**config.mk**
```make
export PLATFORM = sky130hd
export DESIGN_NAME = yaw_rate_curvature_estimator_flat
export DESIGN_NICKNAME = d
export VERILOG_FILES = /design/src/hdl/rcur_pkg.sv /design/src/hdl/rcur_in_if.sv /design/src/hdl/rcur_out_if.sv /design/src/hdl/rcur_cfg_if.sv /design/src/hdl/yaw_rate_curvature_estimator.sv /design/src/hdl/rcur_div.sv /design/src/flat_wrapper.sv
export SDC_FILE = /design/constraint.sdc
export NUM_CORES = 2
export LEC_CHECK = 0
export BUFFER_PORTS_ARGS = -buffer_cell sky130_fd_sc_hd__clkbuf_2
export CAP_MARGIN = 20
export CORE_UTILIZATION = 40
export CTS_BUF_LIST = sky130_fd_sc_hd__clkbuf_2 sky130_fd_sc_hd__clkbuf_4 sky130_fd_sc_hd__clkbuf_8
export DETAILED_ROUTE_END_ITERATION = 8
export GPL_TIMING_DRIVEN = 0
export PLACE_DENSITY = 0.62
export SETUP_SLACK_MARGIN = 0.4
export SYNTH_ARGS = -nofsm -noshare
export SYNTH_HDL_FRONTEND = slang
export SYNTH_SLANG_ARGS = --single-unit
```
**constraint.sdc**
```tcl
create_clock -name clk -period 22 [get_ports clk]
set_input_delay 2.2 -clock clk [delete_from_list [all_inputs] [get_ports clk]]
set_output_delay 2.2 -clock clk [all_outputs]
set_load 0.1 [all_outputs]
```
**src/hdl/rcur_pkg.sv**
```systemverilog
// Shared constants, register indexes and types for the yaw-rate curvature estimator.
// No dependencies; every other file of the block imports this package.
package rcur_pkg;

    // Field widths
    localparam int SPEED_W   = 16;
    localparam int YAW_W     = 16;
    localparam int CURV_W    = 16;
    localparam int BMODE_W   = 8;
    localparam int TASK_W    = 3;
    localparam int THR_W     = 15;
    localparam int LIM_W     = 15;
    localparam int ALPHA_W   = 9;

    // Configuration port
    localparam int CFG_IDX_W  = 8;
    localparam int CFG_DATA_W = 16;

    localparam logic [CFG_IDX_W-1:0] REG_SKID_STEER = 8'd0;
    localparam logic [CFG_IDX_W-1:0] REG_LOW_THR    = 8'd1;
    localparam logic [CFG_IDX_W-1:0] REG_CURV_LIM   = 8'd2;
    localparam logic [CFG_IDX_W-1:0] REG_ALPHA      = 8'd3;

    // Register reset values
    localparam logic               SKID_RST  = 1'b1;
    localparam logic [THR_W-1:0]   THR_RST   = 15'd77;
    localparam logic [LIM_W-1:0]   LIM_RST   = 15'd22938;
    localparam logic [ALPHA_W-1:0] ALPHA_RST = 9'd51;
    localparam logic [ALPHA_W-1:0] ALPHA_ONE = 9'd256;

    // Mode codes
    localparam logic [BMODE_W-1:0] BMODE_DRIVE  = 8'd1;
    localparam logic [BMODE_W-1:0] BMODE_REMOTE = 8'd11;
    localparam logic [TASK_W-1:0]  TASK_NO_EST  = 3'd3;

    // pi in Q29, and 90 * 8192 = 45 << 14 for the deg/s to rad/s scaling
    localparam int PI_W = 31;
    localparam logic [PI_W-1:0] PI_Q29 = 31'd1686629713;
    localparam int K45_W = 6;
    localparam logic [K45_W-1:0] K45 = 6'd45;

    // Divider sizing: quotient bits, dividend and divisor widths
    localparam int Q_W   = 16;
    localparam int DVD_W = 48;
    localparam int DVS_W = 38;
    localparam int CNT_W = 5;

    // Divider status toward the sequencer
    typedef struct packed {
        logic done;
        logic ovf;
    } rcur_div_stat_t;

endpackage

```
**src/hdl/rcur_in_if.sv**
```systemverilog
// Input channel: one measurement beat per control cycle.
// Depends on rcur_pkg for field widths.
interface rcur_in_if;
    import rcur_pkg::*;

    logic                      valid;
    logic                      ready;
    logic signed [SPEED_W-1:0] left_speed;
    logic                      left_valid;
    logic signed [SPEED_W-1:0] right_speed;
    logic                      right_valid;
    logic signed [YAW_W-1:0]   yaw_rate;
    logic [BMODE_W-1:0]        drive_mode;
    logic [TASK_W-1:0]         avoid_mode;
    logic signed [CURV_W-1:0]  commanded_curvature;

    modport source (
        output valid, left_speed, left_valid, right_speed, right_valid, yaw_rate,
               drive_mode, avoid_mode, commanded_curvature,
        input  ready
    );
    modport sink (
        input  valid, left_speed, left_valid, right_speed, right_valid, yaw_rate,
               drive_mode, avoid_mode, commanded_curvature,
        output ready
    );
endinterface

```
**src/hdl/rcur_out_if.sv**
```systemverilog
// Output channel: one curvature result beat per input beat.
// Depends on rcur_pkg for field widths.
interface rcur_out_if;
    import rcur_pkg::*;

    logic                     valid;
    logic                     ready;
    logic signed [CURV_W-1:0] steer_curvature;
    logic                     estimated;
    logic                     low_speed;

    modport source (
        output valid, steer_curvature, estimated, low_speed,
        input  ready
    );
    modport sink (
        input  valid, steer_curvature, estimated, low_speed,
        output ready
    );
endinterface

```
**src/hdl/rcur_cfg_if.sv**
```systemverilog
// Configuration write channel: register index plus write data.
// Depends on rcur_pkg for index and data widths.
interface rcur_cfg_if;
    import rcur_pkg::*;

    logic                  valid;
    logic                  ready;
    logic [CFG_IDX_W-1:0]  index;
    logic [CFG_DATA_W-1:0] data;

    modport source (
        output valid, index, data,
        input  ready
    );
    modport sink (
        input  valid, index, data,
        output ready
    );
endinterface

```
**src/hdl/yaw_rate_curvature_estimator.sv**
```systemverilog
// Yaw-rate curvature estimator: passthrough or yaw/speed estimate with a low-pass filter.
// Estimate path: prep and load states, 17 divider steps, then clamp, filter and output.
// Passthrough and low-speed beats skip the divider and go from prep straight to output.
// One beat in flight (taken in idle). Reset: registers to defaults, filter state to zero.
// Depends on rcur_pkg, rcur_in_if, rcur_out_if, rcur_cfg_if and rcur_div.
module yaw_rate_curvature_estimator (
    input  logic       clk,
    input  logic       rst_n,
    rcur_in_if.sink    sample,
    rcur_out_if.source result,
    rcur_cfg_if.sink   cfg
);
    import rcur_pkg::*;

    localparam logic [2:0] S_IDLE  = 3'd0;
    localparam logic [2:0] S_PREP  = 3'd1;
    localparam logic [2:0] S_LOAD  = 3'd2;
    localparam logic [2:0] S_DIV   = 3'd3;
    localparam logic [2:0] S_CLAMP = 3'd4;
    localparam logic [2:0] S_FILT  = 3'd5;
    localparam logic [2:0] S_OUT   = 3'd6;

    localparam int S_W    = SPEED_W + 1;
    localparam int NUM_W  = YAW_W + PI_W;
    localparam int D45_W  = S_W + K45_W;
    localparam int RAW_W  = Q_W + 2;
    localparam int PROD_W = RAW_W + ALPHA_W + 1;

    // Configuration registers
    logic               skid_reg;
    logic [THR_W-1:0]   thr_reg;
    logic [LIM_W-1:0]   lim_reg;
    logic [ALPHA_W-1:0] alpha_reg;

    logic [2:0]               state_reg, state_next;
    logic signed [CURV_W-1:0] filt_reg, filt_next;

    // Latched beat
    logic signed [S_W-1:0]    s_reg;
    logic signed [YAW_W-1:0]  yaw_reg;
    logic signed [CURV_W-1:0] cmd_reg;
    logic                     pass_reg;

    // Datapath registers
    logic [NUM_W-1:0]         num_reg;
    logic [D45_W-1:0]         d45_reg;
    logic                     neg_reg;
    logic signed [PROD_W-1:0] prod_reg;
    logic signed [CURV_W-1:0] res_reg, res_next;
    logic                     est_reg, est_next;
    logic                     low_reg, low_next;

    // Output register
    logic                     oval_reg;
    logic signed [CURV_W-1:0] otgt_reg;
    logic                     oest_reg;
    logic                     olow_reg;

    logic                     in_acc;
    logic signed [S_W-1:0]    vl, vr;
    logic                     mode_on;
    logic [S_W-1:0]           abs_s;
    logic [YAW_W-1:0]         abs_y;
    logic                     slow;
    logic                     div_start;
    logic [DVD_W-1:0]         div_n;
    logic [DVS_W-1:0]         div_d;
    logic [Q_W-1:0]           div_q;
    rcur_div_stat_t           div_stat;
    logic [Q_W-1:0]           lim_ext;
    logic [Q_W-1:0]           q_clip;
    logic signed [RAW_W-1:0]  raw;
    logic signed [RAW_W-1:0]  diff;
    logic [ALPHA_W-1:0]       alpha_sat;
    logic signed [PROD_W-1:0] prod_rnd;
    logic                     out_free;

    assign sample.ready = (state_reg == S_IDLE);
    assign in_acc       = sample.valid && sample.ready;
    assign cfg.ready    = 1'b1;
    assign out_free     = !oval_reg || result.ready;

    // Sum of the valid wheel speeds and the estimation enable
    assign vl = sample.left_valid  ? S_W'(sample.left_speed)  : '0;
    assign vr = sample.right_valid ? S_W'(sample.right_speed) : '0;
    assign mode_on = (sample.drive_mode == BMODE_DRIVE ||
                      sample.drive_mode == BMODE_REMOTE) &&
                     (sample.avoid_mode != TASK_NO_EST) && skid_reg;

    // Magnitudes and the low-speed test
    assign abs_s = s_reg[S_W-1] ? S_W'(-s_reg) : S_W'(s_reg);
    assign abs_y = yaw_reg[YAW_W-1] ? YAW_W'(-yaw_reg) : YAW_W'(yaw_reg);
    assign slow  = abs_s <= {1'b0, thr_reg, 1'b0};

    // Rounded division: (2*num + den) / (2*den), den = 45*|s| << 14
    assign div_start = (state_reg == S_LOAD);
    assign div_n = DVD_W'({num_reg, 1'b0}) + (DVD_W'(d45_reg) << 14);
    assign div_d = DVS_W'(d45_reg) << 15;

    rcur_div u_div (
        .clk      (clk),
        .rst_n    (rst_n),
        .start    (div_start),
        .dividend (div_n),
        .divisor  (div_d),
        .quotient (div_q),
        .stat     (div_stat)
    );

    // Clamp, sign and filter difference
    assign lim_ext   = {1'b0, lim_reg};
    assign q_clip    = (div_stat.ovf || div_q > lim_ext) ? lim_ext : div_q;
    assign raw       = neg_reg ? -$signed({2'b00, q_clip}) : $signed({2'b00, q_clip});
    assign diff      = raw - RAW_W'(filt_reg);
    assign alpha_sat = (alpha_reg > ALPHA_ONE) ? ALPHA_ONE : alpha_reg;
    assign prod_rnd  = prod_reg + PROD_W'(128);

    // Sequencer
    always_comb
    begin
        state_next = state_reg;
        filt_next  = filt_reg;
        res_next   = res_reg;
        est_next   = est_reg;
        low_next   = low_reg;
        case (state_reg)
            S_IDLE:
            begin
                if (in_acc)
                begin
                    state_next = S_PREP;
                end
            end
            S_PREP:
            begin
                if (pass_reg)
                begin
                    res_next   = cmd_reg;
                    est_next   = 1'b0;
                    low_next   = 1'b0;
                    state_next = S_OUT;
                end
                else if (slow)
                begin
                    res_next   = '0;
                    est_next   = 1'b1;
                    low_next   = 1'b1;
                    filt_next  = '0;
                    state_next = S_OUT;
                end
                else
                begin
                    state_next = S_LOAD;
                end
            end
            S_LOAD:
            begin
                state_next = S_DIV;
            end
            S_DIV:
            begin
                if (div_stat.done)
                begin
                    state_next = S_CLAMP;
                end
            end
            S_CLAMP:
            begin
                state_next = S_FILT;
            end
            S_FILT:
            begin
                filt_next  = filt_reg + prod_rnd[CURV_W+7:8];
                res_next   = filt_reg + prod_rnd[CURV_W+7:8];
                est_next   = 1'b1;
                low_next   = 1'b0;
                state_next = S_OUT;
            end
            S_OUT:
            begin
                if (out_free)
                begin
                    state_next = S_IDLE;
                end
            end
            default:
            begin
                state_next = S_IDLE;
            end
        endcase
    end

    // Control state, configuration and filter state
    always_ff @(posedge clk or negedge rst_n)
    begin
        if (!rst_n)
        begin
            state_reg <= S_IDLE;
            filt_reg  <= '0;
            oval_reg  <= 1'b0;
            skid_reg  <= SKID_RST;
            thr_reg   <= THR_RST;
            lim_reg   <= LIM_RST;
            alpha_reg <= ALPHA_RST;
        end
        else
        begin
            state_reg <= state_next;
            filt_reg  <= filt_next;
            if (state_reg == S_OUT && out_free)
            begin
                oval_reg <= 1'b1;
            end
            else if (result.ready)
            begin
                oval_reg <= 1'b0;
            end
            if (cfg.valid && cfg.ready)
            begin
                case (cfg.index)
                    REG_SKID_STEER: skid_reg  <= cfg.data[0];
                    REG_LOW_THR:    thr_reg   <= cfg.data[THR_W-1:0];
                    REG_CURV_LIM:   lim_reg   <= cfg.data[LIM_W-1:0];
                    REG_ALPHA:      alpha_reg <= cfg.data[ALPHA_W-1:0];
                    default:        ;
                endcase
            end
        end
    end

    // Datapath: latch the beat, multiply, hold results
    always_ff @(posedge clk)
    begin
        if (in_acc)
        begin
            s_reg    <= vl + vr;
            yaw_reg  <= sample.yaw_rate;
            cmd_reg  <= sample.commanded_curvature;
            pass_reg <= !mode_on;
        end
        if (state_reg == S_PREP)
        begin
            num_reg <= NUM_W'(abs_y) * NUM_W'(PI_Q29);
            d45_reg <= D45_W'(abs_s) * D45_W'(K45);
            neg_reg <= yaw_reg[YAW_W-1] != s_reg[S_W-1];
        end
        if (state_reg == S_CLAMP)
        begin
            prod_reg <= PROD_W'(diff) * PROD_W'($signed({1'b0, alpha_sat}));
        end
        res_reg <= res_next;
        est_reg <= est_next;
        low_reg <= low_next;
        if (state_reg == S_OUT && out_free)
        begin
            otgt_reg <= res_reg;
            oest_reg <= est_reg;
            olow_reg <= low_reg;
        end
    end

    assign result.valid           = oval_reg;
    assign result.steer_curvature = otgt_reg;
    assign result.estimated       = oest_reg;
    assign result.low_speed       = olow_reg;

endmodule

```
**src/hdl/rcur_div.sv**
```systemverilog
// Restoring divider, one quotient bit per cycle, with an overflow check step.
// Depends on rcur_pkg for widths and the status struct.
module rcur_div (
    input  logic                       clk,
    input  logic                       rst_n,
    input  logic                       start,
    input  logic [rcur_pkg::DVD_W-1:0] dividend,
    input  logic [rcur_pkg::DVS_W-1:0] divisor,
    output logic [rcur_pkg::Q_W-1:0]   quotient,
    output rcur_pkg::rcur_div_stat_t   stat
);
    import rcur_pkg::*;

    localparam int SH_W = DVS_W + Q_W;

    logic [DVD_W-1:0] rem_reg, rem_next;
    logic [SH_W-1:0]  dsh_reg, dsh_next;
    logic [Q_W-1:0]   q_reg, q_next;
    logic [CNT_W-1:0] cnt_reg, cnt_next;
    logic             busy_reg, busy_next;
    logic             ovf_reg, ovf_next;
    logic             done_reg, done_next;
    logic             ge;

    // Compare the remainder against the shifted divisor
    assign ge = {{(SH_W-DVD_W){1'b0}}, rem_reg} >= dsh_reg;

    // Step the division
    always_comb
    begin
        rem_next  = rem_reg;
        dsh_next  = dsh_reg;
        q_next    = q_reg;
        cnt_next  = cnt_reg;
        busy_next = busy_reg;
        ovf_next  = ovf_reg;
        done_next = 1'b0;
        if (start)
        begin
            rem_next  = dividend;
            dsh_next  = {divisor, {Q_W{1'b0}}};
            q_next    = '0;
            cnt_next  = CNT_W'(Q_W);
            busy_next = 1'b1;
            ovf_next  = 1'b0;
        end
        else if (busy_reg)
        begin
            if (ge)
            begin
                rem_next = rem_reg - dsh_reg[DVD_W-1:0];
            end
            if (cnt_reg == CNT_W'(Q_W))
            begin
                ovf_next = ge;
            end
            else
            begin
                q_next = {q_reg[Q_W-2:0], ge};
            end
            dsh_next = dsh_reg >> 1;
            if (cnt_reg == '0)
            begin
                busy_next = 1'b0;
                done_next = 1'b1;
            end
            else
            begin
                cnt_next = cnt_reg - 1'b1;
            end
        end
    end

    // Hold control state under reset; datapath needs none
    always_ff @(posedge clk or negedge rst_n)
    begin
        if (!rst_n)
        begin
            busy_reg <= 1'b0;
            done_reg <= 1'b0;
            cnt_reg  <= '0;
        end
        else
        begin
            busy_reg <= busy_next;
            done_reg <= done_next;
            cnt_reg  <= cnt_next;
        end
    end

    always_ff @(posedge clk)
    begin
        rem_reg <= rem_next;
        dsh_reg <= dsh_next;
        q_reg   <= q_next;
        ovf_reg <= ovf_next;
    end

    assign quotient  = q_reg;
    assign stat.done = done_reg;
    assign stat.ovf  = ovf_reg;

endmodule
```
**src/flat_wrapper.sv**
```systemverilog
// flat-port wrapper written by rule: the top's interface ports become plain ports
module yaw_rate_curvature_estimator_flat import rcur_pkg::*;
  (clk, rst_n, sample_valid, sample_left_speed, sample_left_valid, sample_right_speed, sample_right_valid, sample_yaw_rate, sample_drive_mode, sample_avoid_mode, sample_commanded_curvature, sample_ready, result_valid, result_steer_curvature, result_estimated, result_low_speed, result_ready, cfg_valid, cfg_index, cfg_data, cfg_ready);
  rcur_in_if sample_i ();
  rcur_out_if result_i ();
  rcur_cfg_if cfg_i ();
  input  logic clk;
  input  logic rst_n;
  input wire logic [$bits(sample_i.valid)-1:0] sample_valid;
  input wire logic [$bits(sample_i.left_speed)-1:0] sample_left_speed;
  input wire logic [$bits(sample_i.left_valid)-1:0] sample_left_valid;
  input wire logic [$bits(sample_i.right_speed)-1:0] sample_right_speed;
  input wire logic [$bits(sample_i.right_valid)-1:0] sample_right_valid;
  input wire logic [$bits(sample_i.yaw_rate)-1:0] sample_yaw_rate;
  input wire logic [$bits(sample_i.drive_mode)-1:0] sample_drive_mode;
  input wire logic [$bits(sample_i.avoid_mode)-1:0] sample_avoid_mode;
  input wire logic [$bits(sample_i.commanded_curvature)-1:0] sample_commanded_curvature;
  output wire logic [$bits(sample_i.ready)-1:0] sample_ready;
  output wire logic [$bits(result_i.valid)-1:0] result_valid;
  output wire logic [$bits(result_i.steer_curvature)-1:0] result_steer_curvature;
  output wire logic [$bits(result_i.estimated)-1:0] result_estimated;
  output wire logic [$bits(result_i.low_speed)-1:0] result_low_speed;
  input wire logic [$bits(result_i.ready)-1:0] result_ready;
  input wire logic [$bits(cfg_i.valid)-1:0] cfg_valid;
  input wire logic [$bits(cfg_i.index)-1:0] cfg_index;
  input wire logic [$bits(cfg_i.data)-1:0] cfg_data;
  output wire logic [$bits(cfg_i.ready)-1:0] cfg_ready;
  assign sample_i.valid = sample_valid;
  assign sample_i.left_speed = sample_left_speed;
  assign sample_i.left_valid = sample_left_valid;
  assign sample_i.right_speed = sample_right_speed;
  assign sample_i.right_valid = sample_right_valid;
  assign sample_i.yaw_rate = sample_yaw_rate;
  assign sample_i.drive_mode = sample_drive_mode;
  assign sample_i.avoid_mode = sample_avoid_mode;
  assign sample_i.commanded_curvature = sample_commanded_curvature;
  assign sample_ready = sample_i.ready;
  assign result_valid = result_i.valid;
  assign result_steer_curvature = result_i.steer_curvature;
  assign result_estimated = result_i.estimated;
  assign result_low_speed = result_i.low_speed;
  assign result_i.ready = result_ready;
  assign cfg_i.valid = cfg_valid;
  assign cfg_i.index = cfg_index;
  assign cfg_i.data = cfg_data;
  assign cfg_ready = cfg_i.ready;
  yaw_rate_curvature_estimator u_core (.clk(clk), .rst_n(rst_n), .sample(sample_i), .result(result_i), .cfg(cfg_i));
endmodule
```
==> impl_metrics.py <==
metrics = {
    "timing": {
        "clock_skew_ns": 0.0451,
        "fmax_mhz": 80.3,
        "drv_slew": 0,
        "hold_violations": 0,
        "finalCritPeriodShare_pct": 56.6,
        "rsz0062_at_grt": "no",
        "setup_viol": 0,
        "tightest_slew_ns": 1.14,
        "fin_crit_ns": 12.45,
        "setup-tns-final_ns": 0,
        "relSlewSlack_pct": 23.8,
    },
    "cts": {
        "cts_tree": "built",
        "hold_buffers": 0,
        "cts.sinks": 360,
        "cts_buffers": 66,
        "clock_latency_ns": 0.68,
        "clock_path_buffers": 3,
        "clkTransAtPathRegs_ns": 0.06,
        "clk_root_buffer_cell": "clkbuf_8",
        "cts_resized": 0,
        "post_cts_buffers": 0,
        "htree_levels": 3,
    },
    "setup_path": {
        "crit_type": "flip-flop to flip-flop",
        "required_ns": 22.38,
        "critPathMaxStageDelay_ns": 0.79,
        "cp-end-kind": "flip-flop",
        "startpoint_type": "flip-flop",
        "cp.arrival_ns": 12.83,
        "critPathSlowestCell": "xnor2_1",
        "cp_max_fo": 10,
    },
    "yosys": {
        "yosysSeqAreaShare_pct": 28.3,
        "synth_ff_type": "edfxtp_1",
        "syn_avg_cell_area_um2": 9.72,
        "yosysWarnings": 0,
        "ys_types": 89,
        "synth.cell_area_um2": 35400,
        "syn_nets": 4478,
        "synthCells": 3640,
        "synth_seq_cells": 360,
        "synth_edf_count": 245,
        "synthArstFlopShare_pct": 18.6,
    },
    "finish": {
        "syn_to_final_growth_pct": 10.6,
        "final_nets": 4690,
        "fin_cells": 5060,
        "multi_input_area_um2": 23000,
        "layout-drive-gt1-share_pct": 9.04,
        "largest_reg_flops": 54,
        "fillers": 8408,
        "regArea_um2": 10000,
    },
    "floorplan": {
        "dieArea_um2": 89700,
        "io_pins": 127,
        "start_util_pct": 40.6,
        "rows": 108,
        "die-height_um": 299,
        "core-area_um2": 87200,
        "die_w_um": 299,
    },
    "route": {
        "ant_nets": 0,
        "routed_wl_um": 87100,
        "drc": 0,
        "drt-wirelength-per-cell_um": 17.2,
        "dr.pass1.iters": 5,
        "vias_per_cell": 5.15,
        "route.vias.total": 26000,
        "drt_iter0_markers": 1737,
    },
    "placed_design": {
        "dp.cells": 4936,
        "port_buffers": 124,
        "hpwlAfterDp_um": 71400,
        "globalplace.congestion": 0.933,
    },
    "grt": {
        "antenna_found_initial": 3,
        "grt_max_degree": 51,
        "grt_pass1_vias": 26500,
        "grt_usage_pct": 19.8,
        "grt_first_pass_wirelength_um": 141000,
        "overflow": 0,
    },
    "worst_hold_path": {
        "min_path_type": "flip-flop to flip-flop",
    },
    "job": {
        "cap_violations": 0,
    },
    "outcome": {
        "status": "completed",
    },
}
==> critical path, delay by kind of cell, from the launching register on <==
kind                     cells  cell delay [ns]
adder cells (fa/ha/maj)      9             3.61
AO/OA/AOI/OAI               17             3.69
XOR/XNOR                     3             1.22
buffers and inverters        9             1.77
flip-flops                   1             0.60
AND/OR/NAND/NOR              7             1.24
==> cells in the mapped netlist, types with 48 or more instances <==
| master | count | area, um^2 |
|---|---|---|
| dfrtp_1 | 50 | 1250 |
| nand3_1 | 63 | 315 |
| xnor2_1 | 163 | 1430 |
| clkbuf_1 | 73 | 274 |
| a21oi_1 | 188 | 941 |
| xor2_1 | 81 | 709 |
| and2_1 | 57 | 357 |
| a21o_1 | 70 | 526 |
| dfxtp_1 | 48 | 961 |
| nand2_1 | 287 | 1080 |
| o21ai_0 | 136 | 681 |
| nor2_1 | 263 | 987 |
| inv_1 | 554 | 2080 |
| ha_1 | 429 | 5370 |
| fa_1 | 303 | 6070 |
| edfxtp_1 | 245 | 7360 |
==> area by class of cell <==
cell class	count	area share (%)
clock buffer	101	3.09
buffer	84	0.825
timing repair buffer	144	2.23
inverter	555	5.32
antenna	2	0.0128
sequential	360	25.6
tap	1155	3.69
multi-input combinational	2641	58.8
clock inverter	18	0.380
==> stage by stage <==
stage	worst slack, ns	cell area, um^2	util (%)	hold WS [ns]
3_5_place_dp	9.76	37700	43.3	0.407
2_1_floorplan	11.88	35400	-	0.400
6_report	9.55	39100	44.9	0.411
3_3_place_gp	9.74	37500	43.0	0.401
4_1_cts	9.67	39100	44.8	0.400
5_1_grt	8.91	39100	44.9	0.414
==> placed cells by master, fill, tap and decap left out, types with 32 or more instances in the layout <==
| cell type | synthesis | final |
|---|---|---|
| clkbuf_8 | 0 | 72 |
| nand2b_1 | 34 | 34 |
| o21ai_1 | 31 | 32 |
| clkbuf_2 | 0 | 123 |
| fa_1 | 303 | 303 |
| ha_1 | 429 | 429 |
| xor2_1 | 81 | 81 |
| inv_1 | 554 | 554 |
| a21o_1 | 70 | 70 |
| xnor2_1 | 163 | 161 |
| mux2i_1 | 47 | 47 |
| nand2_1 | 287 | 287 |
| o31ai_1 | 39 | 38 |
| nand3_1 | 63 | 63 |
| nor2b_1 | 41 | 41 |
| dfxtp_1 | 48 | 48 |
| dfrtp_1 | 50 | 50 |
| nor2_1 | 263 | 262 |
| a21oi_1 | 188 | 187 |
| nor3_1 | 42 | 40 |
| clkbuf_1 | 73 | 73 |
| and2_1 | 57 | 56 |
| o21ai_0 | 136 | 135 |
| edfxtp_1 | 245 | 245 |
==> final timing paths <==
check | from | to | slack [ns] | cells after the start
min in group asynchronous | rst_n | u_core.filt_reg[1] | 1.51 | 1
worst max-delay path | u_core.lim_reg[8] | u_core.prod_reg[23] | 9.55 | 45
worst max register to register | u_core.lim_reg[8] | u_core.prod_reg[23] | 9.55 | 45
max in group asynchronous | rst_n | u_core.thr_reg[6] | 19.83 | 2
worst min register to register | u_core.res_reg[14] | u_core.result.steer_curvature[14] | 0.41 | 0
worst min-delay path | u_core.res_reg[14] | u_core.result.steer_curvature[14] | 0.41 | 0
==> cell families (layout without fill, tap and decap cells) <==
family / Yosys count / after routing / synth area share, %
xor gates and xnor gates: 246 / 246 / 6.16
and+or+nand+nor: 923 / 923 / 12.3
buffers and inverters: 639 / 902 / 6.80
DFF: 360 / 360 / 28.3
AOI/OAI and AO/OA: 662 / 662 / 11.9
muxes: 77 / 77 / 2.28
other: 1 / 3 / 0.0106
adders and majority gates: 732 / 732 / 32.3
==> metal layers <==
layer / GRT usage, % / routed length (um)
met1: 26.6 / 40200
met2: 33.2 / 40900
met3: 2.70 / 3740
met4: 5.94 / 2310
met5: 0 / 0
Power is not shown: default switching activity piles up to over one toggle a cycle in this logic, so the estimate is an artifact.
